`src/rtl/sap_pkg.sv`:
```
`timescale 1ns / 1ps
// ----------------------------------------------------------------------------
// sap_pkg
// shared types and constants of the shelf atlas packer
// ----------------------------------------------------------------------------
package sap_pkg;

  localparam int unsigned GlyphW = 14;
  localparam int unsigned EdgeW  = 15;

  // reset value of the padding register, also the cursor reset value
  localparam logic [7:0]  PadRst   = 8'd2;
  localparam logic [14:0] LimRst   = 15'd4096;
  localparam logic [14:0] MinPage  = 15'd64;

  typedef enum logic [2:0] {
    STAT_PLACED  = 3'd0,
    STAT_CLOSED  = 3'd1,
    STAT_SKIPPED = 3'd2,
    STAT_EMPTY   = 3'd3,
    STAT_TOOBIG  = 3'd4,
    STAT_LIMIT   = 3'd5,
    STAT_FAILED  = 3'd6
  } status_e;

  typedef enum logic [1:0] {
    REG_PADDING     = 2'd0,
    REG_ATLAS_LIMIT = 2'd1,
    REG_SFX_MODE    = 2'd2
  } reg_idx_e;

  typedef enum logic [1:0] {
    S_IDLE  = 2'd0,
    S_CHECK = 2'd1,
    S_FIT   = 2'd2
  } state_e;

  typedef struct packed {
    logic [7:0]  padding;
    logic [14:0] atlas_limit;
    logic        sfx_mode;
  } cfg_t;

  // controller to datapath
  typedef struct packed {
    logic    load_in;
    logic    latch_fit;
    logic    emit;
    status_e emit_status;
    logic    emit_last;
    logic    do_place;
    logic    do_close;
    logic    set_fail;
  } cmd_t;

  // datapath to controller
  typedef struct packed {
    logic out_free;
    logic failed;
    logic op_close;
    logic has_glyphs;
    logic skip;
    logic too_big;
    logic at_limit;
    logic fits;
  } sts_t;

endpackage

```
`src/rtl/sap_cfg.sv`:
```
`timescale 1ns / 1ps
// ----------------------------------------------------------------------------
// sap_cfg
// configuration registers behind a simple apb slave
// ----------------------------------------------------------------------------
module sap_cfg
  import sap_pkg::*;
(
  input  logic        clk_i,
  input  logic        rst_ni,
  input  logic        psel,
  input  logic        penable,
  input  logic        pwrite,
  input  logic [3:0]  paddr,
  input  logic [31:0] pwdata,
  output logic [31:0] prdata,
  output logic        pready,
  output cfg_t        cfg_o
);

  cfg_t     cfg_q;
  reg_idx_e idx;
  logic     wr_en;

  assign idx    = reg_idx_e'(paddr[3:2]);
  assign wr_en  = psel & penable & pwrite;
  assign pready = 1'b1;
  assign cfg_o  = cfg_q;

  always_ff @(posedge clk_i or negedge rst_ni) begin
    if (!rst_ni) begin
      cfg_q.padding     <= PadRst;
      cfg_q.atlas_limit <= LimRst;
      cfg_q.sfx_mode    <= 1'b0;
    end else if (wr_en) begin
      case (idx)
        REG_PADDING:     cfg_q.padding     <= pwdata[7:0];
        REG_ATLAS_LIMIT: cfg_q.atlas_limit <= pwdata[14:0];
        REG_SFX_MODE:    cfg_q.sfx_mode    <= pwdata[0];
        default: ;
      endcase
    end
  end

  always_comb begin
    case (idx)
      REG_PADDING:     prdata = {24'd0, cfg_q.padding};
      REG_ATLAS_LIMIT: prdata = {17'd0, cfg_q.atlas_limit};
      REG_SFX_MODE:    prdata = {31'd0, cfg_q.sfx_mode};
      default:         prdata = 32'd0;
    endcase
  end

endmodule

```
`src/rtl/sap_ctrl.sv`:
```
`timescale 1ns / 1ps
// ----------------------------------------------------------------------------
// sap_ctrl
// sequencer: accept, check, fit, with one retry after a page close
// ----------------------------------------------------------------------------
module sap_ctrl
  import sap_pkg::*;
(
  input  logic clk_i,
  input  logic rst_ni,
  input  logic in_valid_i,
  output logic in_ready_o,
  input  sts_t sts_i,
  output cmd_t cmd_o
);

  state_e state_q, state_d;
  logic   retry_q, retry_d;

  always_ff @(posedge clk_i or negedge rst_ni) begin
    if (!rst_ni) begin
      state_q <= S_IDLE;
      retry_q <= 1'b0;
    end else begin
      state_q <= state_d;
      retry_q <= retry_d;
    end
  end

  always_comb begin
    state_d    = state_q;
    retry_d    = retry_q;
    in_ready_o = 1'b0;
    cmd_o      = '0;
    cmd_o.emit_status = STAT_PLACED;
    case (state_q)
      S_IDLE: begin
        in_ready_o = 1'b1;
        if (in_valid_i) begin
          cmd_o.load_in = 1'b1;
          retry_d       = 1'b0;
          state_d       = S_CHECK;
        end
      end
      S_CHECK: begin
        if (sts_i.out_free) begin
          state_d         = S_IDLE;
          cmd_o.emit_last = 1'b1;
          if (sts_i.failed) begin
            cmd_o.emit        = 1'b1;
            cmd_o.emit_status = STAT_FAILED;
          end else if (sts_i.op_close) begin
            cmd_o.emit = 1'b1;
            if (!sts_i.has_glyphs) begin
              cmd_o.emit_status = STAT_EMPTY;
            end else if (sts_i.at_limit) begin
              cmd_o.emit_status = STAT_LIMIT;
              cmd_o.set_fail    = 1'b1;
            end else begin
              cmd_o.emit_status = STAT_CLOSED;
              cmd_o.do_close    = 1'b1;
            end
          end else if (sts_i.skip) begin
            cmd_o.emit        = 1'b1;
            cmd_o.emit_status = STAT_SKIPPED;
          end else if (sts_i.too_big) begin
            cmd_o.emit        = 1'b1;
            cmd_o.emit_status = STAT_TOOBIG;
            cmd_o.set_fail    = 1'b1;
          end else begin
            cmd_o.latch_fit = 1'b1;
            state_d         = S_FIT;
          end
        end
      end
      S_FIT: begin
        if (sts_i.out_free) begin
          cmd_o.emit      = 1'b1;
          cmd_o.emit_last = 1'b1;
          state_d         = S_IDLE;
          if (sts_i.fits) begin
            cmd_o.emit_status = STAT_PLACED;
            cmd_o.do_place    = 1'b1;
          end else if (!sts_i.has_glyphs || retry_q) begin
            cmd_o.emit_status = STAT_TOOBIG;
            cmd_o.set_fail    = 1'b1;
          end else if (sts_i.at_limit) begin
            cmd_o.emit_status = STAT_LIMIT;
            cmd_o.set_fail    = 1'b1;
          end else begin
            // page full: close it, then try again on the fresh page
            cmd_o.emit_status = STAT_CLOSED;
            cmd_o.emit_last   = 1'b0;
            cmd_o.do_close    = 1'b1;
            retry_d           = 1'b1;
            state_d           = S_CHECK;
          end
        end
      end
      default: state_d = S_IDLE;
    endcase
  end

endmodule

```
`src/rtl/sap_dp.sv`:
```
`timescale 1ns / 1ps
// ----------------------------------------------------------------------------
// sap_dp
// page state per role, placement arithmetic and result register
// ----------------------------------------------------------------------------
module sap_dp
  import sap_pkg::*;
#(
  parameter int HARD_LIMIT = 16384,
  parameter int MAX_PAGES  = 16,
  parameter int ROLE_COUNT = 2
) (
  input  logic              clk_i,
  input  logic              rst_ni,
  input  cfg_t              cfg_i,
  input  cmd_t              cmd_i,
  output sts_t              sts_o,
  // item fields
  input  logic              in_op_i,
  input  logic              in_role_i,
  input  logic [GlyphW-1:0] in_w_i,
  input  logic [GlyphW-1:0] in_h_i,
  input  logic              in_df_i,
  // result register
  output logic              out_valid_o,
  input  logic              out_ready_i,
  output status_e           out_status_o,
  output logic              out_role_o,
  output logic [13:0]       out_x_o,
  output logic [13:0]       out_y_o,
  output logic [7:0]        out_page_o,
  output logic [EdgeW-1:0]  out_pw_o,
  output logic [EdgeW-1:0]  out_ph_o,
  output logic              out_last_o
);

  localparam logic [14:0] HardLim = 15'(HARD_LIMIT);
  localparam logic [8:0]  PageMax = 9'(MAX_PAGES);
  localparam logic        RoleTop = 1'(ROLE_COUNT - 1);

  function automatic logic [14:0] sat15(input logic [17:0] v);
    sat15 = (v > 18'h7FFF) ? 15'h7FFF : v[14:0];
  endfunction

  // smallest power of two from 64 that covers v (v is at most 16384)
  function automatic logic [14:0] page_round(input logic [14:0] v);
    logic [14:0] res;
    res = 15'd16384;
    for (int k = 13; k >= 6; k--) begin
      if (v <= 15'(1 << k)) res = 15'(1 << k);
    end
    page_round = res;
  endfunction

  // per-role page state
  logic [14:0] cx_q [ROLE_COUNT];
  logic [14:0] cy_q [ROLE_COUNT];
  logic [14:0] sh_q [ROLE_COUNT];
  logic [14:0] uw_q [ROLE_COUNT];
  logic [14:0] uh_q [ROLE_COUNT];
  logic        hg_q [ROLE_COUNT];
  logic [8:0]  pd_q [ROLE_COUNT];
  logic        fail_q;

  // latched item
  logic              op_q, role_q, df_q;
  logic [GlyphW-1:0] w_q, h_q;
  logic              role_c;

  // fit stage
  logic [14:0] xs_q, shs_q;
  logic [16:0] ys_q;

  logic [7:0]  pad;
  logic [8:0]  pad2;
  logic [14:0] lim;
  logic [15:0] w_pad2, h_pad2;
  logic [16:0] fx, yw;
  logic        wrap;
  logic [17:0] yb, xn;
  logic [16:0] xe;
  logic [14:0] tall, cur_sh, cur_uw, cur_uh;
  logic [14:0] uw_c, uh_c;
  logic [8:0]  cur_pd;

  logic             out_valid_q;
  logic             out_free;
  logic             is_placed, is_closed;
  status_e          out_status_q;
  logic             out_role_q;
  logic [13:0]      out_x_q, out_y_q;
  logic [7:0]       out_page_q;
  logic [EdgeW-1:0] out_pw_q, out_ph_q;
  logic             out_last_q;

  assign role_c = (int'(in_role_i) >= ROLE_COUNT) ? RoleTop : in_role_i;

  assign pad    = cfg_i.padding;
  assign pad2   = {pad, 1'b0};
  assign lim    = (cfg_i.atlas_limit < HardLim) ? cfg_i.atlas_limit : HardLim;
  assign w_pad2 = 16'(w_q) + 16'(pad2);
  assign h_pad2 = 16'(h_q) + 16'(pad2);

  assign cur_sh = sh_q[role_q];
  assign cur_uw = uw_q[role_q];
  assign cur_uh = uh_q[role_q];
  assign cur_pd = pd_q[role_q];

  // check stage: wrap onto a new shelf when the row is used up
  assign fx   = 17'(cx_q[role_q]) + 17'(w_q) + 17'(pad);
  assign wrap = fx > 17'(lim);
  assign yw   = 17'(cy_q[role_q]) + 17'(cur_sh);

  // fit stage
  assign yb   = 18'(ys_q) + 18'(h_q) + 18'(pad);
  assign xe   = 17'(xs_q) + 17'(w_q) + 17'(pad);
  assign xn   = 18'(xs_q) + 18'(w_q) + 18'(pad2);
  assign tall = 15'(h_q) + 15'(pad2);

  assign uw_c = (cur_uw > HardLim) ? HardLim : cur_uw;
  assign uh_c = (cur_uh > HardLim) ? HardLim : cur_uh;

  assign out_free = !out_valid_q || out_ready_i;

  always_comb begin
    sts_o.out_free   = out_free;
    sts_o.failed     = fail_q;
    sts_o.op_close   = op_q;
    sts_o.has_glyphs = hg_q[role_q];
    sts_o.skip       = (w_q == '0) || (h_q == '0) || (df_q != cfg_i.sfx_mode);
    sts_o.too_big    = (lim < MinPage) || (w_pad2 > 16'(lim)) || (h_pad2 > 16'(lim));
    sts_o.at_limit   = cur_pd >= PageMax;
    sts_o.fits       = yb <= 18'(lim);
  end

  always_ff @(posedge clk_i) begin
    if (cmd_i.load_in) begin
      op_q   <= in_op_i;
      role_q <= role_c;
      w_q    <= in_w_i;
      h_q    <= in_h_i;
      df_q   <= in_df_i;
    end
    if (cmd_i.latch_fit) begin
      xs_q  <= wrap ? 15'(pad) : cx_q[role_q];
      ys_q  <= wrap ? yw : 17'(cy_q[role_q]);
      shs_q <= wrap ? 15'd0 : cur_sh;
    end
  end

  always_ff @(posedge clk_i or negedge rst_ni) begin
    if (!rst_ni) begin
      for (int r = 0; r < ROLE_COUNT; r++) begin
        cx_q[r] <= 15'(PadRst);
        cy_q[r] <= 15'(PadRst);
        sh_q[r] <= '0;
        uw_q[r] <= '0;
        uh_q[r] <= '0;
        hg_q[r] <= 1'b0;
        pd_q[r] <= '0;
      end
      fail_q <= 1'b0;
    end else begin
      if (cmd_i.set_fail) fail_q <= 1'b1;
      if (cmd_i.do_close) begin
        cx_q[role_q] <= 15'(pad);
        cy_q[role_q] <= 15'(pad);
        sh_q[role_q] <= '0;
        uw_q[role_q] <= '0;
        uh_q[role_q] <= '0;
        hg_q[role_q] <= 1'b0;
        pd_q[role_q] <= cur_pd + 9'd1;
      end else if (cmd_i.do_place) begin
        cx_q[role_q] <= sat15(xn);
        cy_q[role_q] <= sat15(18'(ys_q));
        sh_q[role_q] <= (shs_q > tall) ? shs_q : tall;
        if (xe > 17'(cur_uw)) uw_q[role_q] <= sat15(18'(xe));
        if (yb > 18'(cur_uh)) uh_q[role_q] <= sat15(yb);
        hg_q[role_q] <= 1'b1;
      end
    end
  end

  // result register
  assign is_placed = cmd_i.emit_status == STAT_PLACED;
  assign is_closed = cmd_i.emit_status == STAT_CLOSED;

  always_ff @(posedge clk_i or negedge rst_ni) begin
    if (!rst_ni) begin
      out_valid_q <= 1'b0;
    end else if (cmd_i.emit) begin
      out_valid_q <= 1'b1;
    end else if (out_ready_i) begin
      out_valid_q <= 1'b0;
    end
  end

  always_ff @(posedge clk_i) begin
    if (cmd_i.emit) begin
      out_status_q <= cmd_i.emit_status;
      out_role_q   <= role_q;
      out_x_q      <= is_placed ? xs_q[13:0] : 14'd0;
      out_y_q      <= is_placed ? ys_q[13:0] : 14'd0;
      out_page_q   <= (is_placed || is_closed) ? cur_pd[7:0] : 8'd0;
      out_pw_q     <= is_closed ? page_round(uw_c) : 15'd0;
      out_ph_q     <= is_closed ? page_round(uh_c) : 15'd0;
      out_last_q   <= cmd_i.emit_last;
    end
  end

  assign out_valid_o  = out_valid_q;
  assign out_status_o = out_status_q;
  assign out_role_o   = out_role_q;
  assign out_x_o      = out_x_q;
  assign out_y_o      = out_y_q;
  assign out_page_o   = out_page_q;
  assign out_pw_o     = out_pw_q;
  assign out_ph_o     = out_ph_q;
  assign out_last_o   = out_last_q;

endmodule

```
`src/rtl/shelf_atlas_packer.sv`:
```
`timescale 1ns / 1ps
// ----------------------------------------------------------------------------
// shelf_atlas_packer
// shelf packing of glyph rectangles onto atlas pages, one page
// state per byte role
// ----------------------------------------------------------------------------
//
// channel   direction  carries
// s_axis    in         place or close request (size, role, mask kind)
// m_axis    out        status, position, closed page size; tlast on final
// apb       in/out     padding, atlas_limit, shader_effects_mode
//
// an item is taken in the idle state and answered from the check state
// (failed earlier, skip, close request, oversize) or from check then fit
// (placement, or a glyph that the page cannot take); a placement that first
// closes a full page runs check and fit twice. the check/fit sequencer works
// on one item at a time
// a result waiting in the output register does not block the next transaction
// on s_axis; the sequencer only holds in check or fit while that register is
// still occupied
// reset is asynchronous, active low; no clearing pass, state is ready at once
//
module shelf_atlas_packer
  import sap_pkg::*;
#(
  parameter int HARD_LIMIT = 16384,
  parameter int MAX_PAGES  = 16,
  parameter int ROLE_COUNT = 2
) (
  input  logic        clk_i,
  input  logic        rst_ni,
  // slave side
  input  logic        s_axis_tvalid,
  output logic        s_axis_tready,
  input  logic [31:0] s_axis_tdata,  // glyph_width[13:0], glyph_height[27:14]
  input  logic [2:0]  s_axis_tuser,  // operation[0], role[1], is_distance_field[2]
  // master side
  output logic        m_axis_tvalid,
  input  logic        m_axis_tready,
  // pos_x[13:0], pos_y[27:14], page_index[35:28], page_width[50:36],
  // page_height[65:51]
  output logic [71:0] m_axis_tdata,
  output logic [3:0]  m_axis_tuser,  // status[2:0], out_role[3]
  output logic        m_axis_tlast,
  // configuration
  input  logic        psel,
  input  logic        penable,
  input  logic        pwrite,
  input  logic [3:0]  paddr,
  input  logic [31:0] pwdata,
  output logic [31:0] prdata,
  output logic        pready
);

  cfg_t    cfg;
  cmd_t    cmd;
  sts_t    sts;
  status_e res_status;
  logic    res_role;
  logic [13:0] res_x, res_y;
  logic [7:0]  res_page;
  logic [14:0] res_pw, res_ph;

  // register file
  sap_cfg u_cfg (
    .clk_i   (clk_i),
    .rst_ni  (rst_ni),
    .psel    (psel),
    .penable (penable),
    .pwrite  (pwrite),
    .paddr   (paddr),
    .pwdata  (pwdata),
    .prdata  (prdata),
    .pready  (pready),
    .cfg_o   (cfg)
  );

  // sequencer: decides which result goes out and which state changes
  sap_ctrl u_ctrl (
    .clk_i      (clk_i),
    .rst_ni     (rst_ni),
    .in_valid_i (s_axis_tvalid),
    .in_ready_o (s_axis_tready),
    .sts_i      (sts),
    .cmd_o      (cmd)
  );

  // page state, placement arithmetic, result register
  sap_dp #(
    .HARD_LIMIT (HARD_LIMIT),
    .MAX_PAGES  (MAX_PAGES),
    .ROLE_COUNT (ROLE_COUNT)
  ) u_dp (
    .clk_i        (clk_i),
    .rst_ni       (rst_ni),
    .cfg_i        (cfg),
    .cmd_i        (cmd),
    .sts_o        (sts),
    .in_op_i      (s_axis_tuser[0]),
    .in_role_i    (s_axis_tuser[1]),
    .in_w_i       (s_axis_tdata[13:0]),
    .in_h_i       (s_axis_tdata[27:14]),
    .in_df_i      (s_axis_tuser[2]),
    .out_valid_o  (m_axis_tvalid),
    .out_ready_i  (m_axis_tready),
    .out_status_o (res_status),
    .out_role_o   (res_role),
    .out_x_o      (res_x),
    .out_y_o      (res_y),
    .out_page_o   (res_page),
    .out_pw_o     (res_pw),
    .out_ph_o     (res_ph),
    .out_last_o   (m_axis_tlast)
  );

  // pack the result fields, low field first, zero fill to whole bytes
  assign m_axis_tdata = {6'd0, res_ph, res_pw, res_page, res_y, res_x};
  assign m_axis_tuser = {res_role, res_status};

  // ---------------------------------------------------------------------------
  // assertions
  // ---------------------------------------------------------------------------

  // the failure flag is sticky
  a_fail_sticky : assert property (@(posedge clk_i) disable iff (!rst_ni)
    sts.failed |=> sts.failed)
    else $error("failure flag cleared");

  // only a page close ahead of a retried placement leaves tlast low
  a_last_close : assert property (@(posedge clk_i) disable iff (!rst_ni)
    (m_axis_tvalid && !m_axis_tlast) |-> (res_status == STAT_CLOSED))
    else $error("non-final result that is not a page close");

  // a failed-earlier answer needs the flag to be set
  a_failed_flag : assert property (@(posedge clk_i) disable iff (!rst_ni)
    (m_axis_tvalid && res_status == STAT_FAILED) |-> sts.failed)
    else $error("failed status without failure flag");

  // a closed page always lies below the page limit
  a_close_index : assert property (@(posedge clk_i) disable iff (!rst_ni)
    (m_axis_tvalid && res_status == STAT_CLOSED) |-> (9'(res_page) < 9'(MAX_PAGES)))
    else $error("closed page index beyond page limit");

endmodule

```
`config.mk`:
```
export PLATFORM = sky130hd
export DESIGN_NAME = shelf_atlas_packer
export DESIGN_NICKNAME = d
export VERILOG_FILES = /design/src/rtl/sap_pkg.sv /design/src/rtl/sap_cfg.sv /design/src/rtl/sap_ctrl.sv /design/src/rtl/sap_dp.sv /design/src/rtl/shelf_atlas_packer.sv
export SDC_FILE = /design/constraint.sdc
export NUM_CORES = 1
export LEC_CHECK = 0
export BUFFER_PORTS_ARGS = -buffer_cell sky130_fd_sc_hd__buf_2
export CAP_MARGIN = 20
export CORE_UTILIZATION = 50
export DETAILED_ROUTE_END_ITERATION = 12
export PLACE_DENSITY = 0.69
export SYNTH_ARGS = -nofsm -noshare
export SYNTH_HDL_FRONTEND = slang
export SYNTH_HIERARCHICAL = 1
export SYNTH_SLANG_ARGS = --single-unit
```
`constraint.sdc`:
```
create_clock -name clk_i -period 16.59 [get_ports clk_i]
set_input_delay 2.4885 -clock clk_i [delete_from_list [all_inputs] [get_ports clk_i]]
set_output_delay 2.4885 -clock clk_i [all_outputs]
set_load 0.02 [all_outputs]
```
==> results of run 1 <==
## critical path, delay by kind of cell (launching register included)
family	cells	cell delay, ns
simple gates	10	1.73
buf+inv	2	0.35
xor+xnor	2	0.71
fa+ha+maj	4	1.38
compound gates	12	2.91
flops	1	0.60
## registers in the layout (all words and copies together) (netlist names), 2 cells and up, named ones only
signal / cells
u_cfg/cfg_o: 24
u_ctrl/state_q: 2
u_dp/cx_q: 30
u_dp/cy_q: 30
u_dp/h_q: 14
u_dp/out_page_o: 8
u_dp/out_ph_o: 9
u_dp/out_pw_o: 9
u_dp/out_status_o: 3
u_dp/out_x_o: 14
u_dp/out_y_o: 14
u_dp/pd_q: 18
u_dp/sh_q: 30
u_dp/shs_q: 15
u_dp/uh_q: 30
u_dp/uw_q: 30
u_dp/w_q: 14
u_dp/xs_q: 15
u_dp/ys_q: 16
## final cells by class
| type | instances | area (um^2) | area share |
|---|---|---|---|
| multi-input combinational | 1682 | 12800 | 0.510 |
| tap | 592 | 741 | 0.0295 |
| sequential | 335 | 9070 | 0.362 |
| clock buffer | 56 | 1120 | 0.0446 |
| clock inverter | 14 | 111 | 0.00444 |
| inverter | 103 | 387 | 0.0154 |
| timing repair buffer | 153 | 852 | 0.0340 |
## through the flow
stage               cell area, um^2   util  setup slack [ns]  total power, mW  hold WS [ns]
floorplan                     22800      -              9.94             2.77         0.434
global placement              23800  0.535              8.97             3.26         0.454
finish                        25100  0.564              8.71             4.20         0.467
global route                  25100  0.564              8.13             4.51         0.488
CTS                           25100  0.563              8.79             4.19         0.468
detailed placement            23800  0.536              8.87             3.34         0.452
## synth_stat cells (all sizes together) (30+ instances only)
cell type and number:
inv 102, dfrtp 193, xnor2 73, buf 67, nand2 162, nand3 32, and2 44, nand4 45
clkbuf 49, o21ai 89, a221o 37, o21a 34, ha 214, nor2 149, mux2 91, nor2b 49
a21o 49, fa 32, edfxtp 136, nor3 49, mux2i 45, o2bb2ai 30, xor2 30, a21oi 117
## worst max path at each step
stage,start,endpoint,slack (ns),cells after the start
floorplan,u_cfg/cfg_o[16],u_dp/shs_q[0],9.94,21
global placement,u_dp/h_q[0],u_dp/uh_q[0],8.97,28
detailed placement,u_dp/h_q[0],u_dp/uh_q[4],8.87,26
CTS,u_dp/h_q[0],u_dp/out_ph_o[13],8.79,30
global route,u_dp/h_q[0],u_dp/out_ph_o[13],8.13,30
finish,u_dp/h_q[0],u_dp/out_ph_o[13],8.71,30
## logic make-up after synthesis
logic type / after synthesis / synth area share
buffers and inverters: 219 / 0.0447
flip-flops: 335 / 0.399
XOR/XNOR: 103 / 0.0397
AND/OR/NAND/NOR: 642 / 0.143
AO/OA/AOI/OAI: 519 / 0.161
other: 4 / 0.000661
adder cells (fa/ha/maj): 246 / 0.146
multiplexers: 136 / 0.0651
## power by group
group	internal, mW	total, mW	switching (mW)
clock network	0.486	0.837	0.352
logic	0.887	2.15	1.26
registers	1.07	1.21	0.144
## per-layer routing
metal  up-vias  share of wire  track usage
li1       8281              -            -
met1      8715           0.43        0.354
met2       547           0.47        0.448
met3       123          0.057       0.0393
met4         2          0.045        0.123
met5         -        0.00021            0
==> impl_results.md, run 1 <==
* Max VDD drop at 126 uV
* Largest net degree at the start of global routing at 139
* Max-slew violations at 0
* Clock skew at 0.0240 ns
* Yosys top cell area share at 0.213
* # fillers at 3,894
* Clock Path Buffers at 3
* Root buffer cell: clkbuf_16
* Terminus of the critical flop-to-flop path: u_dp/out_ph_o[13]
* YS warnings at 6
* # clock sinks at roughly 340
* Power Dens Cells at roughly 170 mW/mm^2
* Synth async-reset ratio at 0.594
* Mapped cell area at roughly 0.023 mm^2
* PortBufs at 130
* Placed cells at 2,864
* CTS tree: built
* Final setup viols at 0
* Site row count at between 70 and 80
* Starting Density at 0.510
* # H-tree levels at 2
* Count of hold-fix buffers inserted at cts at 0
* Post-CTS setup repair buffer count at 0
* Max-cap viol count at 0
* Crit path max-delay cell type: edfxtp_1
* Hold Path End: u_dp/pd_q[17]
* Highest-count cells in the layout ignoring fill and taps: ha_1 (214), dfrtp_1 (193), nand2_1 (161), nor2_1 (147), edfxtp_1 (136)
* First-pass DRT Iterations at 5
* Slew of the pin with the lowest slew margin at slightly above 1 ns
* Element type at the critical path end: flop
* Status: completed
* Number of flops mapped to enable cells by yosys at 136
* Vias at 17,668
* Unrepaired setup endpoints after global routing: false
* Area leader, netlist: dfrtp_1
* Max FO, Critical Path at 6
* Core area at 0.0445 mm^2
* Hold path cells at 1
* GP Congestion at 0.915
* WP data arrival at around 8 ns
* Clock-pin slew on the worst setup and hold paths at 0.06 ns
* Worst Hold Class: reg2reg
* Number of synthesized register bits at 335
* Critical Path RT at 16.95 ns
* Fin crit share at 0.475
* Vias in the first global route at 17,830
* Biggest cell delay along the critical path at 0.60 ns
* GRT overflow at 0
* Nets at 2,638
* DP HPWL at 44,900 um
* Seq/Total Area, Yosys at 0.399
* Synth Flop Type: dfrtp_1
* P&R area growth vs syn at 10.4%
* Final hold vios at 0
* Die H at 215 um
* TritonCTS Buffers at 39
* Overall routing resource usage at 0.272
* Final min period at 7.88 ns
* Setup crit start kind: flop
* Layout Cells excl Fill at 2,935
* Ports at 190
* Iter 0 DRT Violations at 1,423
* Layout cells sized above 1 at 0.150
* Final ANT Viol Nets at 0
* Gate Count Post-Synth at 2,204
* Reg-to-reg startpoint: u_dp/h_q[0]
* First-pass GRT wire length at just under 100,000 um
* Setup tns final at 0 ns
* Crit path kind: reg2reg
* Antenna fix cells at 0
* Die width at between 200 and 250 um
* Post-DR vias/cell at 6.02
* DRT Wirelength at 62,500 um
* Hold_sp: u_dp/pd_q[17]
* Max_slew headroom at 0.312
* Mean post-synth cell area at 10.3 um^2
* Die area at 0.0463 mm^2
* Most common cell after layout, fill and taps aside: ha_1
* Initial antenna violation count at 1
* Post-route DRC at 0
* Fmax at about 130 MHz
* Routed len/inst at 21.3 um
* Flop2flop setup slack at 8.71 ns
* # resized after CTS at 0
* Worst skew pair latency at 0.56 ns
* Worst path most repeated cell: a21oi_1
* Reg2reg path depth at 30
* Netlist cell types at 92
* Leak pwr at 11.2 nW
* Synth area leaders: dfrtp_1 (21%), edfxtp_1 (18%), ha_1 (12%)
Note: power is estimated with default switching activity, not from simulation.
==> inputs of run 2 (changes only) <==
--- a/config.mk
+++ b/config.mk
@@ -9,7 +9,7 @@
 export CAP_MARGIN = 20
 export CORE_UTILIZATION = 50
 export DETAILED_ROUTE_END_ITERATION = 12
-export PLACE_DENSITY = 0.69
+export PLACE_DENSITY = 0.71
 export SYNTH_ARGS = -nofsm -noshare
 export SYNTH_HDL_FRONTEND = slang
 export SYNTH_HIERARCHICAL = 1
==> constraint.sdc (replaced) <==
create_clock -name clk_i -period 7 [get_ports clk_i]
set_input_delay 1.05 -clock clk_i [delete_from_list [all_inputs] [get_ports clk_i]]
set_output_delay 1.05 -clock clk_i [all_outputs]
set_load 0.02 [all_outputs]
==> run 2 against run 1 <==
Effect of this change:
- via count is 1.4% higher
- critical path type unchanged
- setup slack worse by 8.5 ns
- cell count is 1.2% higher
- clock-buffer cell count is 2 lower
- non-clock buffer count is 33 higher
- largest cell class unchanged
- sequential power is 130% higher
- first-iteration DRC count is 15% higher
- clock skew is 0.00095 ns lower
- sequential cell count stayed put
- final area is 1.3% higher
==> impl_results.md, run 2 (synthesis gave the netlist of run 1 again) <==
* Element type at the critical path end: flop
* # H-tree levels at 2 (unchanged)
* Ports at 190 (unchanged)
* First-pass DRT Iterations at 5 (unchanged)
* Post-route DRC at 0 (unchanged)
* Status: completed
* # fillers at 3,817 (-2.0%)
* Max FO, Critical Path at 4 (-2)
* Post-DR vias/cell at 6.03 (+0.20%)
* Die width at 215 um (unchanged)
* Final min period at 6.76 ns (-1.11 ns)
* # clock sinks at 335 (unchanged)
* Max-slew violations at 0 (unchanged)
* Iter 0 DRT Violations at 1,633 (+15%)
* Reg2reg path depth at 29 (-3.3%)
* Worst skew pair latency at 0.56 ns (about the same)
* Vias in the first global route at 17,857 (+0.15%)
* GP Congestion at 0.933 (+2.0%)
* Critical Path RT at 7.36 ns (-9.59 ns)
* P&R area growth vs syn at 11.9%
* Root buffer cell: clkbuf_16
* Layout cells sized above 1 at 0.165 (+0.0146)
* Clock skew at 0.0230 ns (-0.000951 ns)
* Power Dens Cells at 398 mW/mm^2 (+140%)
* Starting Density at 0.510 (unchanged)
* Die H at 215 um (unchanged)
* Crit path kind: reg2reg
* Setup crit start kind: flop
* First-pass GRT wire length at 99,600 um (+0.82%)
* Count of hold-fix buffers inserted at cts at 0 (unchanged)
* Unrepaired setup endpoints after global routing: true
* WP data arrival at 7.12 ns (-1.12 ns)
* Most common cell after layout, fill and taps aside: ha_1
* Overall routing resource usage at 0.274 (+0.00226)
* Worst Hold Class: in2async
* Slew of the pin with the lowest slew margin at 1.13 ns (+0.0984 ns)
* Placed inst area at 0.0241 mm^2 (+1.1%)
* Crit path max-delay cell type: edfxtp_1
* Terminus of the critical flop-to-flop path: u_dp/out_ph_o[13]
* Site row count at 77 (unchanged)
* WHS at 0.430 ns (-0.0364 ns)
* Nets at 2,672 (+1.3%)
* Setup crit end: u_dp/out_ph_o[13]
* Reg-to-reg startpoint: u_dp/h_q[1]
* Finished Core Util at 0.571 (+0.00748)
* Leak pwr at 11.4 nW (+1.9%)
* Worst path most repeated cell: a21o_1
* Antenna fix cells at 0 (unchanged)
* Max_slew headroom at 0.247 (-0.0649)
* Final setup viols at 0 (unchanged)
* Final ANT Viol Nets at 0 (unchanged)
* Max-cap viol count at 0 (unchanged)
* Setup tns final at 0 ns (unchanged)
* CTS tree: built
* Flop2flop setup slack at 0.24 ns (-8.48 ns)
* Biggest cell delay along the critical path at 0.48 ns (-0.12 ns)
* Die area at 0.0463 mm^2 (unchanged)
* Routed len/inst at 21.4 um (+0.36%)
* Final hold vios at 0 (unchanged)
* GRT overflow at 0 (unchanged)
* Largest net degree at the start of global routing at 158 (+14%)
* DRT Wirelength at 63,500 um (+1.6%)
* Max VDD drop at 353 uV (+180%)
* Clock Path Buffers at 3 (unchanged)
* Core area at 0.0445 mm^2 (unchanged)
* DP HPWL at 46,300 um (+3.1%)
* Fin crit share at 0.966 (+0.491)
* PortBufs at 130 (unchanged)
* Highest-count cells in the layout ignoring fill and taps: ha_1 (214), dfrtp_1 (193), nand2_1 (158), nor2_1 (148), edfxtp_1 (136)
* Vias at 17,914 (+1.4%)
* Fmax at 148 MHz (+16%)
* Initial antenna violation count at 1 (unchanged)
* Cell area after layout at 0.0254 mm^2 (+1.3%)
* TritonCTS Buffers at 40 (+2.6%)
* Clock-pin slew on the worst setup and hold paths at 0.06 ns (about the same)
* Worst setup startpoint: u_dp/h_q[1]
run 2: cell types whose count changed in the layout (fill, tap and decap cells not counted), sizes merged:
cell / change
clkbuf: -2
clkinv: +4
bufinv: +1
inv: +1
clkinvlp: -2
buf: +33
run 2: through the flow:
step,worst slack [ns],cells,total power [mW]
detailed placement,0.206,2898,7.98
CTS,0.144,2970,10.1
global placement,0.346,2896,7.80
floorplan,0.352,2236,6.56
finish,0.236,2970,10.1
global route,-0.0574,2970,10.8
run 2: layout make-up:
type	instances	area, um^2	area share
Tap cell	592	741	0.0291
Clock inverter	18	156	0.00615
Timing Repair Buffer	186	1120	0.0440
Multi-Input combinational cell	1682	12800	0.505
Clock buffer	54	1110	0.0439
Sequential cell	335	9070	0.357
Inverter	103	387	0.0152
run 2: critical path, delay by kind of cell (launching register included):
family / cells / cell delay (ns)
simple gates: 5 / 0.98
compound gates: 18 / 3.41
buf+inv: 2 / 0.32
flops: 1 / 0.48
xor+xnor: 1 / 0.36
fa+ha+maj: 3 / 1.00
run 2: worst min-delay path by stage:
| stage | endpoint | slack, ns |
|---|---|---|
| after floorplan | u_dp/pd_q[17] | 0.43 |
| after global placement | u_dp/pd_q[17] | 0.45 |
| after detailed placement | u_dp/pd_q[9] | 0.46 |
| after CTS | u_dp/uh_q[21] | 0.42 |
| after global routing | u_dp/uh_q[21] | 0.45 |
| final | u_dp/uh_q[21] | 0.43 |
run 2: power by group:
group	internal (mW)	total [mW]	switching [mW]	leakage, nW
clock	1.20	2.03	0.839	0.628
sequential	2.54	2.82	0.283	3.97
combinational	2.16	5.26	3.10	6.81
total	5.89	10.1	4.23	11.4
run 2: per-layer routing:
layer / part of all wire / wire [um] / track usage
met1: 0.42 / 26800 / 0.363
met2: 0.46 / 29300 / 0.443
met3: 0.063 / 4030 / 0.0301
met4: 0.053 / 3340 / 0.144
met5: 0 / 0 / 0
run 2: repair_timing:
item | in CTS | in global routing
endpoints found under the setup margin | 0 | 42
buffers inserted | 0 | 0
resized for setup | 0 | 7
